==> config.mk <==
export PLATFORM = sky130hd
export DESIGN_NAME = hist2d_cfg_regs
export DESIGN_NICKNAME = d
export VERILOG_FILES = /design/src/hist2d_pkg.sv /design/src/hist2d_cfg_regs.sv
export SDC_FILE = /design/constraint.sdc
export NUM_CORES = 1
export LEC_CHECK = 0
export BUFFER_PORTS_ARGS = -buffer_cell sky130_fd_sc_hd__clkbuf_2
export CORE_ASPECT_RATIO = 0.75
export CORE_UTILIZATION = 50
export CTS_CLUSTER_SIZE = 20
export DETAILED_ROUTE_END_ITERATION = 10
export GPL_TIMING_DRIVEN = 0
export PLACE_DENSITY = 0.79
export SLEW_MARGIN = 10
export SYNTH_ARGS = -nofsm -noshare
export SYNTH_HDL_FRONTEND = slang
export SYNTH_SLANG_ARGS = --single-unit
==> constraint.sdc <==
create_clock -name clk -period 0.9 [get_ports clk]
set_clock_uncertainty 0.05 [all_clocks]
set_input_delay 0.18 -clock clk [delete_from_list [all_inputs] [get_ports clk]]
set_output_delay 0.18 -clock clk [all_outputs]
set_load 0.01 [all_outputs]
==> src/hist2d_pkg.sv <==
// shared types, codes and the density glyph table of the 2d histogram binner
// depends on nothing; the top level, hist2d_cfg_regs and hist2d_axis_map use it by scoped names
package hist2d_pkg;

    // input word command codes
    localparam logic CMD_ADD  = 1'b0;
    localparam logic CMD_READ = 1'b1;

    // configuration register indexes
    localparam int unsigned CFG_IDX_W = 3;
    localparam logic [CFG_IDX_W-1:0] CFG_X_LOW   = 3'd0;
    localparam logic [CFG_IDX_W-1:0] CFG_Y_LOW   = 3'd1;
    localparam logic [CFG_IDX_W-1:0] CFG_X_SCALE = 3'd2;
    localparam logic [CFG_IDX_W-1:0] CFG_Y_SCALE = 3'd3;
    localparam logic [CFG_IDX_W-1:0] CFG_X_CELLS = 3'd4;
    localparam logic [CFG_IDX_W-1:0] CFG_Y_CELLS = 3'd5;

    // register reset values
    localparam logic [31:0] SCALE_RESET = 32'h0001_0000;
    localparam logic [6:0]  CELLS_RESET = 7'd64;

    // largest index into the glyph table
    localparam int unsigned GLYPH_LAST = 31;

    // configuration register file contents
    typedef struct packed {
        logic signed [31:0] x_low_bound;
        logic signed [31:0] y_low_bound;
        logic [31:0]        x_scale;
        logic [31:0]        y_scale;
        logic [6:0]         x_cells;
        logic [6:0]         y_cells;
    } cfg_t;

    // axis mapper result: below the bound, and integer part of the product
    typedef struct packed {
        logic        neg;
        logic [31:0] hi;
    } map_t;

    // density glyph for a saturated count index
    function automatic logic [7:0] glyph_of(input logic [4:0] idx);
        logic [7:0] g;
        case (idx) inside
            5'd0:          g = 8'h2E;                 // '.'
            [5'd1:5'd9]:   g = 8'h30 + {3'b000, idx}; // '1'..'9'
            5'd10:         g = 8'h30;                 // '0'
            [5'd11:5'd15]: g = 8'h24;                 // '$'
            [5'd16:5'd20]: g = 8'h23;                 // '#'
            [5'd21:5'd25]: g = 8'h25;                 // '%'
            [5'd26:5'd30]: g = 8'h40;                 // '@'
            default:       g = 8'h3E;                 // '>'
        endcase
        return g;
    endfunction

endpackage

==> src/hist2d_cfg_regs.sv <==
// configuration register file of the 2d histogram binner
// depends on hist2d_pkg (cfg_t, register indexes, reset values)
module hist2d_cfg_regs (
    input  logic                           clk,
    input  logic                           rst_n,
    input  logic                           cfg_valid,
    input  logic                           cfg_ready,
    input  logic [hist2d_pkg::CFG_IDX_W-1:0] cfg_index,
    input  logic [31:0]                    cfg_data,
    output hist2d_pkg::cfg_t               cfg
);

    hist2d_pkg::cfg_t cfg_reg;

    // register writes, indexes past the list are dropped
    always_ff @(posedge clk or negedge rst_n)
    begin
        if (!rst_n)
        begin
            cfg_reg.x_low_bound <= '0;
            cfg_reg.y_low_bound <= '0;
            cfg_reg.x_scale     <= hist2d_pkg::SCALE_RESET;
            cfg_reg.y_scale     <= hist2d_pkg::SCALE_RESET;
            cfg_reg.x_cells     <= hist2d_pkg::CELLS_RESET;
            cfg_reg.y_cells     <= hist2d_pkg::CELLS_RESET;
        end
        else if (cfg_valid && cfg_ready)
        begin
            unique case (cfg_index)
                hist2d_pkg::CFG_X_LOW:   cfg_reg.x_low_bound <= cfg_data;
                hist2d_pkg::CFG_Y_LOW:   cfg_reg.y_low_bound <= cfg_data;
                hist2d_pkg::CFG_X_SCALE: cfg_reg.x_scale     <= cfg_data;
                hist2d_pkg::CFG_Y_SCALE: cfg_reg.y_scale     <= cfg_data;
                hist2d_pkg::CFG_X_CELLS: cfg_reg.x_cells     <= cfg_data[6:0];
                hist2d_pkg::CFG_Y_CELLS: cfg_reg.y_cells     <= cfg_data[6:0];
                default:                 ;
            endcase
        end
    end

    assign cfg = cfg_reg;

endmodule

Word level (Yosys, flattened, before mapping) --
Index checks and enable logic that the tools add are counted.
Word-level totals: bits in registers 142, input port bits 39, output and inout bits 142
Cells by class: equal/unequal tests 5, reduce and logical (&&, ||, !) cells 8
Operators by type and width (count):
- AND reduction 2 bit | 6
- == test 3 x 2 -> 1 bit (second input constant) | 2
- == test 3 bit (second input constant) | 2
- == test 3 x 1 -> 1 bit (second input constant) | 1
- zero test 3 bit | 1
- logical AND 1 bit | 1

Logic depth before layout (Yosys ltp) --
depth after elaboration 2, mapped depth 5, depth with buffers taken out 3

Least setup slack after synthesis --
OpenSTA, ideal clock, no wires.
path type in2reg, from in cfg_index[2] (netlist bit), to reg cfg_reg (netlist bit cfg[47]), stages 5, path buffers 2, data required time 0.725 ns, setup slack -0.439 ns, arrival time 1.164 ns, library setup time 0.125 ns, cell sequence and3b_1 and3b_1 buf_2 buf_6 mux2_4
On the way: word-level cells in the longest chain between the ends 2
Ends and longest elaborated chain:
- from (decl) | RTL line hist2d_cfg_regs.sv:8 | input logic [hist2d_pkg::CFG_IDX_W-1:0] cfg_index,
- == test 3 x 2 -> 1 bit | RTL line hist2d_cfg_regs.sv:29 | unique case (cfg_index)
- AND reduction 2 bit (no source line)
- to (decl) | RTL line hist2d_cfg_regs.sv:13 | hist2d_pkg::cfg_t cfg_reg;
No other way between the ends. A chain may end at the register's enable or synchronous reset.

Final worst setup path --
from reg cfg_reg (netlist bit cfg[6]), to out cfg[6] (netlist bit)
RTL lines:
- to (decl) | RTL line hist2d_cfg_regs.sv:10 | output hist2d_pkg::cfg_t cfg
No word-level cell between the ends.

==> flow_summary.yaml <==
setup_path:
  critPathLaunch: "cfg[6]"
  r2r-end: "cfg[71]"
  crit_arrival_ps: 1070
  rr_startpoint: "cfg[71]"
  slowest_delay_ps: 550
  cp_top_family: "flip-flops"
  cp-end-kind: "output port"
  timing.critical_path.required_ps: 670
  crit_fanout: 2
  r2r_slack_ps: -220
  rr_worst_depth: 3
  crit_end: "cfg[6]"
  cp_cell_sequence: "buf_6"
  crit_type: "reg -> out"
  cp.depth: 1
  critPathBufInv: 1
  start_kind: "flip-flop"
  slowest_stage: "dfstp_2"
finish:
  areaGrowthSynthToFinish_pct: 76.32
  final_nets: 714
  layout_common_cells: "145 x clkbuf_2, 138 x dfrtp_1, 126 x mux2_4, 105 x buf_4, 56 x buf_6"
  largest_reg_flops: 142
  final_cells: 824
  seqCellArea_um2: 3558
  final_common_cell: "clkbuf_2"
  multi_input_area_um2: 2216
  filler_cell_count: 358
  antennaDiodeCount: 0
  drive_gt1_share_pct: 77.76
  stdcell_area_um2: 9579
global_routing:
  gr-usage-all-layers_pct: 30.62
  grt_max_degree: 95
  grt_pass1_wl_mm: 24.96
  grt_pass1_vias: 4264
  overflow: 0
  antenna_found_initial: 0
timing:
  worst_slack_ps: -404.4
  timing.fmax_mhz: 766.6
  hold_viol_final: 48
  rsz0062_at_grt: "yes"
  hold_ws_ps: -350.9
  min_period_ps: 1304
  period_share_pct: 144.9
  slew_viol_final: 0
  tightest_slew_ps: 459.9
  setup_viol: 284
  slew_headroom_pct: 69.34
run_status:
  status: "complete, but fails checks"
  failed_checks: "negative hold slack, negative setup slack"
floorplan:
  coreArea_um2: 10410
  io_pins: 181
  dieArea_um2: 11290
  start_util_pct: 52.19
  fp.dieH_um: 92.27
  die_w_um: 122.4
  row_count: 32
cts:
  cts_buffers: 17
  ctsRootBufferMaster: "clkbuf_16"
  clockBufferDepth: 2
  path_clk_slew_ps: 60
  cts_tree: "yes"
  postCtsHoldBufs: 12
  cts.sinks: 142
  clk_latency_ps: 410
  htree_levels: 4
synth:
  yosysWarnings: 0
  syn_nets: 348
  synth_cells: 309
  yosys.area.top_type: "dfrtp_1"
  synth_seq_area_share_pct: 65.50
  yosysTopAreaCellShare_pct: 63.57
  ys_seq_elements: 142
  netlist_area_um2: 5433
  synth.distinct_cells: 17
  ys_top_cells_by_area: "dfrtp_1 64%, mux2_2 23%, mux2_4 8.3%"
  synth.avg_cell_area_um2: 17.58
place:
  dpl.hpwl_mm: 8.502
  gp_congestion: 0.7804
  portBuffers: 180
  dp_slack_ps: -724.9
  placed_cell_area_um2: 6689
  placed_cells: 626
power:
  leakage_nw: 5.059
  power_density_nw_per_um2: 2543
  vdd_drop_max_mv: 1.585
detailed_routing:
  drt_iter0_drc: 239
  drt_wl_total_mm: 19.67
  routed_via_density: 5.235
  drc_errors: 0
  wl_per_cell_um: 23.87
  via_count: 4314
  ant_nets: 0
  dr.pass1.iters: 4
flow_run:
  cap_viol_max_count: 0
hold_path:
  hold_class: "in -> async"
==> metal layers <==
layer | vias up | track usage [%] | wire length, um
met4 | 0 | 6.301 | 380
met2 | 210 | 51.40 | 9881
met1 | 2247 | 39.78 | 7984
met5 | - | 0 | 0
li1 | 1825 | - | -
met3 | 32 | 8.209 | 1423
==> logic make-up (layout without fill, tap and decap cells) <==
kind of cell | after synthesis | after routing | share of synthesized area (%)
flip-flops | 142 | 142 | 65.50
buffers and inverters | 14 | 393 | 1.750
multiplexers | 142 | 142 | 31.51
AND/OR/NAND/NOR | 11 | 11 | 1.244
==> area by class of cell <==
class / instances / share of cell area, %
multi-input combinational: 153 / 23.13
clock inverter: 11 / 1.724
timing repair buffer: 349 / 29.10
buffer: 12 / 2.312
tap: 136 / 1.776
sequential: 142 / 37.15
clock buffer: 21 / 4.807
==> cell usage after synthesis <==
cell,n
or3_1,1
dfrtp_1,138
mux2_2,110
dfstp_2,4
nor2_1,1
clkbuf_1,1
nor2_2,1
nand3_1,2
buf_4,3
nand2b_1,1
buf_2,7
nand2_1,2
nor3_2,1
mux2_1,2
buf_6,3
and3b_1,2
mux2_4,30
==> timing repair <==
action                     4_1_cts  5_1_grt
gates cloned                    12        0
gates resized for setup        114      127
hold endpoints to repair        83       47
setup buffers                   92       78
setup endpoints to repair      274      284
pin swaps                        2        3
==> power breakdown <==
group | total, mW | internal [mW] | switching [mW]
clock network | 7.61 | 4.78 | 2.83
registers | 9.03 | 7.91 | 1.11
logic | 7.72 | 4.77 | 2.95
==> worst min-delay path by stage <==
stage	to	slack [ps]	depth (start not counted)
after detailed placement	cfg[18]	100	1
after floorplan	cfg[0]	-170	0
final	cfg[114]	-350	1
after CTS	cfg[18]	-340	1
after global routing	cfg[114]	-330	1
after global placement	cfg[63]	400	2
==> metrics by stage <==
step	utilization [%]	total power [mW]	TNS [ps]
after floorplan	-	11.09	-45890
after global placement	63.91	13.11	-443750
after detailed placement	64.25	13.35	-95590
after CTS	86.45	22.16	-65360
after global routing	92.02	25.17	-71330
final	92.02	24.36	-66000
Power figures use the tool's default switching activity.
