### config.mk
export PLATFORM = sky130hd
export DESIGN_NAME = hist2d_axis_map
export DESIGN_NICKNAME = d
export VERILOG_FILES = /design/src/hist2d_pkg.sv /design/src/hist2d_axis_map.sv
export SDC_FILE = /design/constraint.sdc
export NUM_CORES = 2
export LEC_CHECK = 0
export BUFFER_PORTS_ARGS = -buffer_cell sky130_fd_sc_hd__buf_4
export CORE_MARGIN = 10
export CORE_UTILIZATION = 45
export CTS_CLUSTER_DIAMETER = 120
export DETAILED_ROUTE_END_ITERATION = 8
export HOLD_SLACK_MARGIN = 0.02
export PLACE_DENSITY = 0.67
export SKIP_CTS_REPAIR_TIMING = 1
export SKIP_LAST_GASP = 1
export SLEW_MARGIN = 20
export SYNTH_ARGS = -nofsm -noshare
export SYNTH_HDL_FRONTEND = slang
export SYNTH_SLANG_ARGS = --single-unit
### constraint.sdc
create_clock -name clk -period 6.5 [get_ports clk]
set_input_delay 1.3 -clock clk [delete_from_list [all_inputs] [get_ports clk]]
set_output_delay 1.3 -clock clk [all_outputs]
set_load 0.03 [all_outputs]
### src/hist2d_pkg.sv
// shared types, codes and the density glyph table of the 2d histogram binner
// depends on nothing; the top level, hist2d_cfg_regs and hist2d_axis_map use it by scoped names
package hist2d_pkg;

    // input word command codes
    localparam logic CMD_ADD  = 1'b0;
    localparam logic CMD_READ = 1'b1;

    // configuration register indexes
    localparam int unsigned CFG_IDX_W = 3;
    localparam logic [CFG_IDX_W-1:0] CFG_X_LOW   = 3'd0;
    localparam logic [CFG_IDX_W-1:0] CFG_Y_LOW   = 3'd1;
    localparam logic [CFG_IDX_W-1:0] CFG_X_SCALE = 3'd2;
    localparam logic [CFG_IDX_W-1:0] CFG_Y_SCALE = 3'd3;
    localparam logic [CFG_IDX_W-1:0] CFG_X_CELLS = 3'd4;
    localparam logic [CFG_IDX_W-1:0] CFG_Y_CELLS = 3'd5;

    // register reset values
    localparam logic [31:0] SCALE_RESET = 32'h0001_0000;
    localparam logic [6:0]  CELLS_RESET = 7'd64;

    // largest index into the glyph table
    localparam int unsigned GLYPH_LAST = 31;

    // configuration register file contents
    typedef struct packed {
        logic signed [31:0] x_low_bound;
        logic signed [31:0] y_low_bound;
        logic [31:0]        x_scale;
        logic [31:0]        y_scale;
        logic [6:0]         x_cells;
        logic [6:0]         y_cells;
    } cfg_t;

    // axis mapper result: below the bound, and integer part of the product
    typedef struct packed {
        logic        neg;
        logic [31:0] hi;
    } map_t;

    // density glyph for a saturated count index
    function automatic logic [7:0] glyph_of(input logic [4:0] idx);
        logic [7:0] g;
        case (idx) inside
            5'd0:          g = 8'h2E;                 // '.'
            [5'd1:5'd9]:   g = 8'h30 + {3'b000, idx}; // '1'..'9'
            5'd10:         g = 8'h30;                 // '0'
            [5'd11:5'd15]: g = 8'h24;                 // '$'
            [5'd16:5'd20]: g = 8'h23;                 // '#'
            [5'd21:5'd25]: g = 8'h25;                 // '%'
            [5'd26:5'd30]: g = 8'h40;                 // '@'
            default:       g = 8'h3E;                 // '>'
        endcase
        return g;
    endfunction

endpackage

### src/hist2d_axis_map.sv
// axis mapper: offset from the low bound, then times cells per unit
// two register stages; depends on hist2d_pkg (map_t)
module hist2d_axis_map (
    input  logic              clk,
    input  logic [31:0]       value,
    input  logic [31:0]       low_bound,
    input  logic [31:0]       scale,
    output hist2d_pkg::map_t  result
);

    logic [32:0] diff;
    logic [31:0] diff_reg;
    logic        neg1_reg;
    logic [31:0] scale_reg;
    logic [63:0] prod;
    logic [31:0] hi_reg;
    logic        neg2_reg;

    // exact 33-bit signed difference; a nonnegative one fits in 32 bits
    assign diff = {value[31], value} - {low_bound[31], low_bound};

    // q16.16 times q16.16 gives q32.32, keep the integer part
    assign prod = {32'd0, diff_reg} * {32'd0, scale_reg};

    // offset stage then product stage
    always_ff @(posedge clk)
    begin
        diff_reg  <= diff[31:0];
        neg1_reg  <= diff[32];
        scale_reg <= scale;
        hi_reg    <= prod[63:32];
        neg2_reg  <= neg1_reg;
    end

    assign result.neg = neg2_reg;
    assign result.hi  = hi_reg;

endmodule

# After elaboration in Yosys (flattened, before gate mapping)
# Index checks and enable logic that the tools add are counted.
[totals]
elab_cells = 7
reg_bits = 98
out_inout_bits = 33
[op_classes]
multipliers = 1
add_sub_neg = 1
[op_table]
columns = ["op", "count"]
rows = [
  ["$mul A32 B32 Y64", 1],
  ["$sub A32 B32 Y33", 1],
]

# Logic depth before layout (Yosys ltp)
[logic_depth]
ltp_word = 1
mapped_depth = 29
mapped_depth_nobuf = 28

# Least setup slack after synthesis
# Ideal clock, no wire load.
[synth_path]
path_type = "register to register"
start = "reg diff_reg[30]"
end = "reg hi_reg[26]"
setup_slack_ps = -571
path_stages_with_launch = 27
period_less_slack_ps = 7071
n_path_buf = 1
arrival_time_ps = 6948
setup_ps = 123
cell_sequence = "dfxtp_1 > clkbuf_1 > nand2_1 > fa_1 > inv_1 > fa_1 > fa_1 > inv_1 > fa_1 > inv_1 > fa_1 > fa_1 > fa_1 > inv_1 > fa_1 > inv_1 > ha_1 > a21o_2 > a21o_1 > a21oi_1 > nand4_1 > a21oi_1 > and4b_1 > or3_1 > a21oi_1 > o21ai_1 > xor2_1"
[synth_via]
elab_chain_cells = 1
[synth_rtl]
columns = ["element", "line_no", "rtl"]
rows = [
  ["start: declaration", "hist2d_axis_map.sv:12", "logic [31:0] diff_reg;"],
  ["start signal: assignment", "hist2d_axis_map.sv:28", "diff_reg <= diff[31:0];"],
  ["$mul A32 B32 Y64", "hist2d_axis_map.sv:23", "assign prod = {32'd0, diff_reg} * {32'd0, scale_reg};"],
  ["net prod[58]", "hist2d_axis_map.sv:15", "logic [63:0] prod;"],
  ["end signal: assignment", "hist2d_axis_map.sv:31", "hi_reg <= prod[63:32];"],
  ["end: declaration", "hist2d_axis_map.sv:16", "logic [31:0] hi_reg;"],
]
# The timed path passes the listed nets, and every way through them passes these cells.

# Worst setup path in the final report
[layout_path]
start = "reg diff_reg[14]"
end = "reg hi_reg[23]"
# The elaborated chain is that of the path after synthesis.

==> key figures <==
Run status
  – Status: finished, violations left
  – Violated checks: negative setup slack

Global routing
  – Grt peak-use layer: met2
  – Pin count of the biggest net entering global routing: 32
  – Total gr overflow: 0
  – First-pass GRT wire length: 154500 um
  – GRT Util Overall: 0.2059
  – GR met1 Demand/Resource: 0.2413
  – Initial antenna violation count: 2
  – Met3 Usage GRT: 0.02400
  – Vias in the first global route: 29780
  – Met2 usage: 0.3746

Synthesis
  – Cells after Synth: 3962
  – Syn nets: 5247
  – Synth Area in Adders: 0.5923
  – Ys flop type: dfxtp_1
  – Post-synthesis sequential area ratio: 0.05382
  – Simple-gate share of the synthesized area: 0.1760
  – Main combinational cell family by area after synthesis: adder cells
  – Number of synthesized flops with an enable pin: 0
  – Unique cell type count in the Yosys netlist: 68
  – Mapped cell area: 36450 um^2
  – Post-synthesis compound-gate area fraction: 0.04589
  – Yosys warns: 0
  – XOR/XNOR share of the synthesized area: 0.01466
  – Mean Syn Cell Area: 9.200 um^2
  – Async S/R FF share, synth: 0
  – Mux contribution to synthesized area: 0.0002746
  – Synth Register Bits: 98

Clock tree
  – Worst skew pair latency: 0.42 ns
  – Clk sink count: 98
  – Longest Clk Path Bufs: 2
  – H-Tree Depth: 3
  – Root buffer cell: clkbuf_16
  – Num CTS Buffers: 9
  – Clock transition at path regs: 0.08 ns
  – CTS tree: yes

Detailed routing
  – DR DRC count: 0
  – Vias per cell: 5.051
  – Routed Antenna Nets: 0
  – Post-Route WL: 95750 um
  – Avg WL per Cell: 17.87 um
  – Vias: 27060
  – Initial DRC count: 1260
  – 1st-pass router iterations: 5

Timing
  – Post-layout min period: 7.284 ns
  – Fin crit share: 1.121
  – Final setup viols: 32
  – Post-route setup slack: -0.7842 ns
  – WHS: 0.3350 ns
  – Clock skew: 0.02518 ns
  – Fin. max-slew vios: 0
  – Slew @ Worst Pin: 0.7640 ns
  – RSZ-0062 raised after global routing: true
  – Relative slew slack: 0.4863
  – Fmax: 137.3 MHz
  – Endpoints failing hold: 0

Layout
  – Final std cells w/o fill: 5358
  – Layout net count: 5578
  – Fraction of layout cells with a size suffix above 1: 0.1794
  – Post-layout instance area: 43250 um^2
  – # fillers: 7179
  – Layout area overhead: 18.65%
  – Ant diodes: 0

Floorplan
  – Chip width: 304.6 um
  – Die area: 92790 um^2
  – # rows: 104
  – Boundary pin count: 130
  – DIE HEIGHT: 304.6 um
  – Starting density of the core: 0.4533
  – Core area: 80420 um^2

Worst setup path
  – FF-to-FF End: hi_reg[23]$_DFF_P_
  – Crit path max-delay family: adder cells
  – Data required, critical path: 6.81 ns
  – Critical path cell sequence: clkbuf_16 > and2_1 > fa_1 > fa_1 > inv_1 > fa_2 > fa_1 > inv_1 > fa_2 > fa_2 > fa_1 > fa_1 > ha_4 > nand4_1 > nor2_1 > nand2_1 > a2111oi_4 > o21ba_4 > buf_4 > nor2_2 > nand2_2 > nand3_4 > o31a_1 > xnor2_2
  – R2R setup slack: -0.78 ns
  – Critical path class: flip-flop to flip-flop
  – Number of cells on the critical path: 24
  – Worst Path Max Fanout: 7
  – Crit path DAT: 7.59 ns
  – Crit-path max cell delay: 0.60 ns
  – CP startpoint kind: flip-flop
  – R2R cell count: 24
  – CP Launch Point: diff_reg[14]$_DFF_P_
  – Worst Path Buf+Inv: 4
  – CP Capture Type: flip-flop
  – Crit path max-delay cell type: fa_2
  – Worst setup path endpoint: hi_reg[23]$_DFF_P_
  – R2R Path Start: diff_reg[14]$_DFF_P_
  – Top cell by count, worst path: fa_1

Flow run
  – Max Cap Viol: 0

Worst hold path
  – Hold path cells: 0
  – HP Class: flip-flop to flip-flop

Placement
  – RePlAce Congestion: 0.8798
  – Post-DP Area: 41580 um^2
  – Hpwl dp: 81130 um
  – Input/output buffers: 129
  – Post-placement cell count: 5306
-- how the worst min path moves through the flow --
stage	startpoint	endpoint	slack, ns
2_1_floorplan	neg1_reg$_DFF_P_	neg2_reg$_DFF_P_	0.31
3_3_place_gp	neg1_reg$_DFF_P_	neg2_reg$_DFF_P_	0.31
3_5_place_dp	neg1_reg$_DFF_P_	neg2_reg$_DFF_P_	0.32
4_1_cts	neg1_reg$_DFF_P_	neg2_reg$_DFF_P_	0.34
5_1_grt	neg1_reg$_DFF_P_	neg2_reg$_DFF_P_	0.35
6_report	neg1_reg$_DFF_P_	neg2_reg$_DFF_P_	0.33
-- layout make-up --
class / count / area (um^2) / area share
well taps: 1060 / 1326 / 0.03067
clock buffers: 13 / 250.2 / 0.005786
repair buffers: 529 / 4943 / 0.1143
inverters: 921 / 3457 / 0.07993
flip-flops and latches: 98 / 2033 / 0.04701
multi-input cells: 2734 / 31220 / 0.7218
clock inverters: 3 / 23.77 / 0.0005497
-- routing by layer --
layer | part of all wire | routed length [um] | vias up
met1 | 0.38 | 36600 | 13970
met2 | 0.53 | 50430 | 676
met4 | 0.046 | 4451 | 0
met5 | 0 | 0 | -
li1 | - | - | 12190
met3 | 0.045 | 4268 | 226
-- cells in the final DEF, fill, tap and decap left out, types with 19 or more instances in the layout --
cell type  count
buf_4        439
nand2_1      442
dfxtp_1       67
ha_4          19
a21o_1        42
and2_1       597
buf_12        61
a21oi_1       65
ha_1         273
and2_4        23
inv_1        903
o21ai_0       25
fa_1         860
buf_6         21
nand4_1       27
nor2_1        45
fa_2          36
xnor2_1       35
-- cell usage after synthesis (all sizes together) (7+ instances only) --
library cell	number	area, um^2
dfxtp	98	1962
xnor2	41	359.1
o21ai	50	261.5
and3	7	43.79
ha	292	3654
fa	896	17940
inv	921	3457
nand3	20	100.1
nand2	454	1704
clkbuf	204	768.2
a21oi	90	457.9
nand4	27	168.9
and2	620	3879
nand2b	7	43.79
nor2b	12	75.07
a21o	43	324.1
o21bai	10	75.07
nor3	13	70.07
nor2	49	183.9
o21a	10	75.07
a31oi	9	56.30
xor2	20	175.2
-- cell families after synthesis --
kind of cell | after synthesis
XOR/XNOR | 61
AO/OA/AOI/OAI | 256
buffers and inverters | 1130
flip-flops | 98
AND/OR/NAND/NOR | 1228
adder cells (fa/ha/maj) | 1188
multiplexers | 1
-- per-stage QoR --
stage / setup TNS [ns] / setup slack [ns] / util
floorplan: -0.4792 / -0.1425 / -
global placement: -19.50 / -0.8763 / 0.5170
detailed placement: -20.85 / -0.8858 / 0.5170
CTS: -21.15 / -0.9122 / 0.5204
global route: -24.23 / -0.9691 / 0.5378
finish: -17.73 / -0.7842 / 0.5378
Power is left out: the tool's default activity adds up to more than one toggle a clock period on the data nets, which glitch-free logic cannot reach.
